$ cat src/sv/poa_pkg.sv
// shared types and constants for the page owner allocator
// no dependencies; used by the interfaces and all poa modules
package poa_pkg;

  localparam int unsigned FUNC_W     = 2;
  localparam int unsigned PAGE_IDX_W = 10;
  localparam int unsigned ADDR_W     = 22;
  localparam int unsigned OWNER_W    = 16;
  localparam int unsigned PAGE_SHIFT = 'hC;

  // value every table entry holds after reset (reset value of free_code)
  localparam logic [OWNER_W-1:0] OWNER_RESET = '0;

  typedef enum logic [FUNC_W-1:0] {
    FUNC_CLAIM = 2'd0,
    FUNC_ALLOC = 2'd1,
    FUNC_FREE  = 2'd2
  } func_e;

  // status of the shared compare unit
  typedef struct packed {
    logic hit;
    logic last;
  } poa_scan_t;

endpackage

$ cat src/sv/poa_scan_unit.sv
// shared compare and step unit: entry match, next index, last page flag
// depends on poa_pkg for poa_scan_t
module poa_scan_unit #(
  parameter int unsigned PAGE_COUNT = 1024,
  parameter int unsigned IDX_W      = 10
) (
  input  logic [poa_pkg::OWNER_W-1:0] entry_i,
  input  logic [poa_pkg::OWNER_W-1:0] key_i,
  input  logic [IDX_W-1:0]            idx_i,
  output logic [IDX_W-1:0]            next_o,
  output poa_pkg::poa_scan_t          status_o
);
  import poa_pkg::*;

  localparam logic [IDX_W-1:0] LAST_IDX = IDX_W'(PAGE_COUNT - 1);

  assign status_o.hit  = (entry_i == key_i);
  assign status_o.last = (idx_i == LAST_IDX);
  assign next_o        = idx_i + IDX_W'(1);

endmodule

$ cat config.mk
export PLATFORM = sky130hd
export DESIGN_NAME = poa_scan_unit
export DESIGN_NICKNAME = d
export VERILOG_FILES = /design/src/sv/poa_pkg.sv /design/src/sv/poa_scan_unit.sv
export SDC_FILE = /design/constraint.sdc
export NUM_CORES = 1
export LEC_CHECK = 0
export BUFFER_PORTS_ARGS = -buffer_cell sky130_fd_sc_hd__buf_2
export CORE_AREA = 2 2 39 41
export DETAILED_ROUTE_END_ITERATION = 16
export DIE_AREA = 0 0 41 43
export PLACE_DENSITY = 0.72
export SYNTH_ARGS = -nofsm -noshare
export SYNTH_HDL_FRONTEND = slang
export SYNTH_SLANG_ARGS = --single-unit
export TNS_END_PERCENT = 100
$ cat constraint.sdc
create_clock -name vclk -period 1.6
set_input_delay 0 -clock vclk [all_inputs]
set_output_delay 0 -clock vclk [all_outputs]
set_load 0.02 [all_outputs]
==> results.json <==
{
  "netlist.area_leader.share_pct": 55.5,
  "grt_pass1_vias": 416,
  "crit_path_start": "idx_i[0]",
  "hpwl_um": 910,
  "cts_resized": 0,
  "slew_headroom_pct": 84.8,
  "flops_and_latches": 0,
  "core_area_um2": 1380,
  "routedWlPerCell_um": 8.01,
  "wl_um": 921,
  "holdWs_ns": 0.294,
  "die-area_um2": 1760,
  "period_needed_ns": 0.982,
  "grt_max_degree": 6,
  "fill_cells": 137,
  "nClkBuffers": 0,
  "cts_setup_buffers": 0,
  "period_share_pct": 61.4,
  "p_leak_uw": 0.000311,
  "cap_viol_max_count": 0,
  "syn_area_um2": 332,
  "required_ns": 1.60,
  "ctsHoldBuffers": 0,
  "max_freq_ghz": 1.02,
  "timing.final.hold_violations": 0,
  "synth_area_leaders": "xnor2_1 55%, nand4_1 11%, xor2_1 7.9%, nand3_1 4.5%, ha_1 3.8%",
  "total_power_uw": 168,
  "drt_iter0_markers": 6,
  "crit_path_start_kind": "primary input",
  "ir_worst_vdd_v": 0.0000950,
  "pre_cts_ws_ns": 0.606,
  "io-pin-count": 54,
  "drive_gt1_share_pct": 55.6,
  "end_kind": "primary output",
  "fp.dieW_um": 41,
  "drc_errors": 0,
  "design_area_um2": 622,
  "placed_cell_area_um2": 622,
  "rsz0062_at_grt": "false",
  "syn_inst": 45,
  "yosysWarnings": 0,
  "crit_fanout": 4,
  "hold_class": "in2out",
  "nNetsFinal": 144,
  "ant_nets": 0,
  "place.gp.congestion": 0.653,
  "syn-num-nets": 88,
  "final_cell_mix": "54 x buf_2, 21 x xnor2_1, 6 x nand4_1",
  "setup-tns-final_ns": 0,
  "via_per_inst": 4.51,
  "grt_antenna_before_repair": 0,
  "syn_avg_cell_area_um2": 7.37,
  "worst_slack_ns": 0.618,
  "vias": 519,
  "synth_top_area_cell": "xnor2_1",
  "path_class": "in2out",
  "die_h_um": 43,
  "regArea_um2": 0,
  "worstPathArrival_ns": 0.98,
  "seq_area_frac_synth_pct": 0,
  "grt_use_total_pct": 10.1,
  "grt_pass1_wl_um": 1350,
  "worstHoldStart": "idx_i[0]",
  "io_buffers": 54,
  "start_util_pct": 24.0,
  "final_common_cell": "buf_2",
  "dr.pass1.iters": 4,
  "rows": 14,
  "ys_types": 12,
  "power_density_nw_per_um2": 270,
  "slew_viol_final": 0,
  "syn_to_final_growth_pct": 87.5,
  "grt_overflow": 0,
  "num_antenna_cells": 0,
  "setup_violations": 0,
  "outcome": "completed",
  "tightest_slew_ns": 0.226
}
## cells by family after synthesis
group	after synthesis	synth area share [%]
adder cells (fa/ha/maj)	1	3.77
AND/OR/NAND/NOR	18	30.6
buffers and inverters	2	2.26
XOR/XNOR	24	63.4
## cells in the mapped netlist
cell type  number
xor2_1          3
inv_1           2
nand4_1         6
nor3_1          2
nor4_1          1
nor2_1          1
and4_2          1
xnor2_1        21
nor3b_1         1
nand3_1         3
nand2_1         3
ha_1            1
## final cells by class
type	count	area (um^2)	share of cell area (%)
multi-input combinational	43	324	52.1
timing repair buffer	54	270	43.5
tap	16	20.0	3.22
inverter	2	7.51	1.21
## per-layer routing
layer	vias up	part of all wire (%)	GRT usage (%)	routed length, um
met5	-	0	0	0
met4	0	0	0	0
met3	0	19	1.57	178
met2	43	50	21.9	458
met1	211	31	8.86	283
li1	265	-	-	-
## final timing paths
kind	slack [ns]	to	depth (start not counted)
setup / recovery	0.62	next_o[8]	6
hold / removal	0.29	next_o[0]	3
## critical path, stage by stage
cell	delay (ns)
buf_2	0.12
ha_1	0.22
and4_2	0.25
nand4_1	0.10
xnor2_1	0.11
buf_2	0.17
## where the power goes
group	internal [uW]	switching (uW)	leakage, uW
Clock	0	0	0
Combinational	88.1	79.5	0.000311
Sequential	0	0	0
Total	88.1	79.5	0.000311
## through the flow
step                      cells  utilization (%)
after detailed placement    115             44.9
after floorplan              45                -
after global placement      115             44.9
after global routing        115             44.9
after CTS                   115             44.9
final                       115             44.9
(Power assumes the default switching activity.)
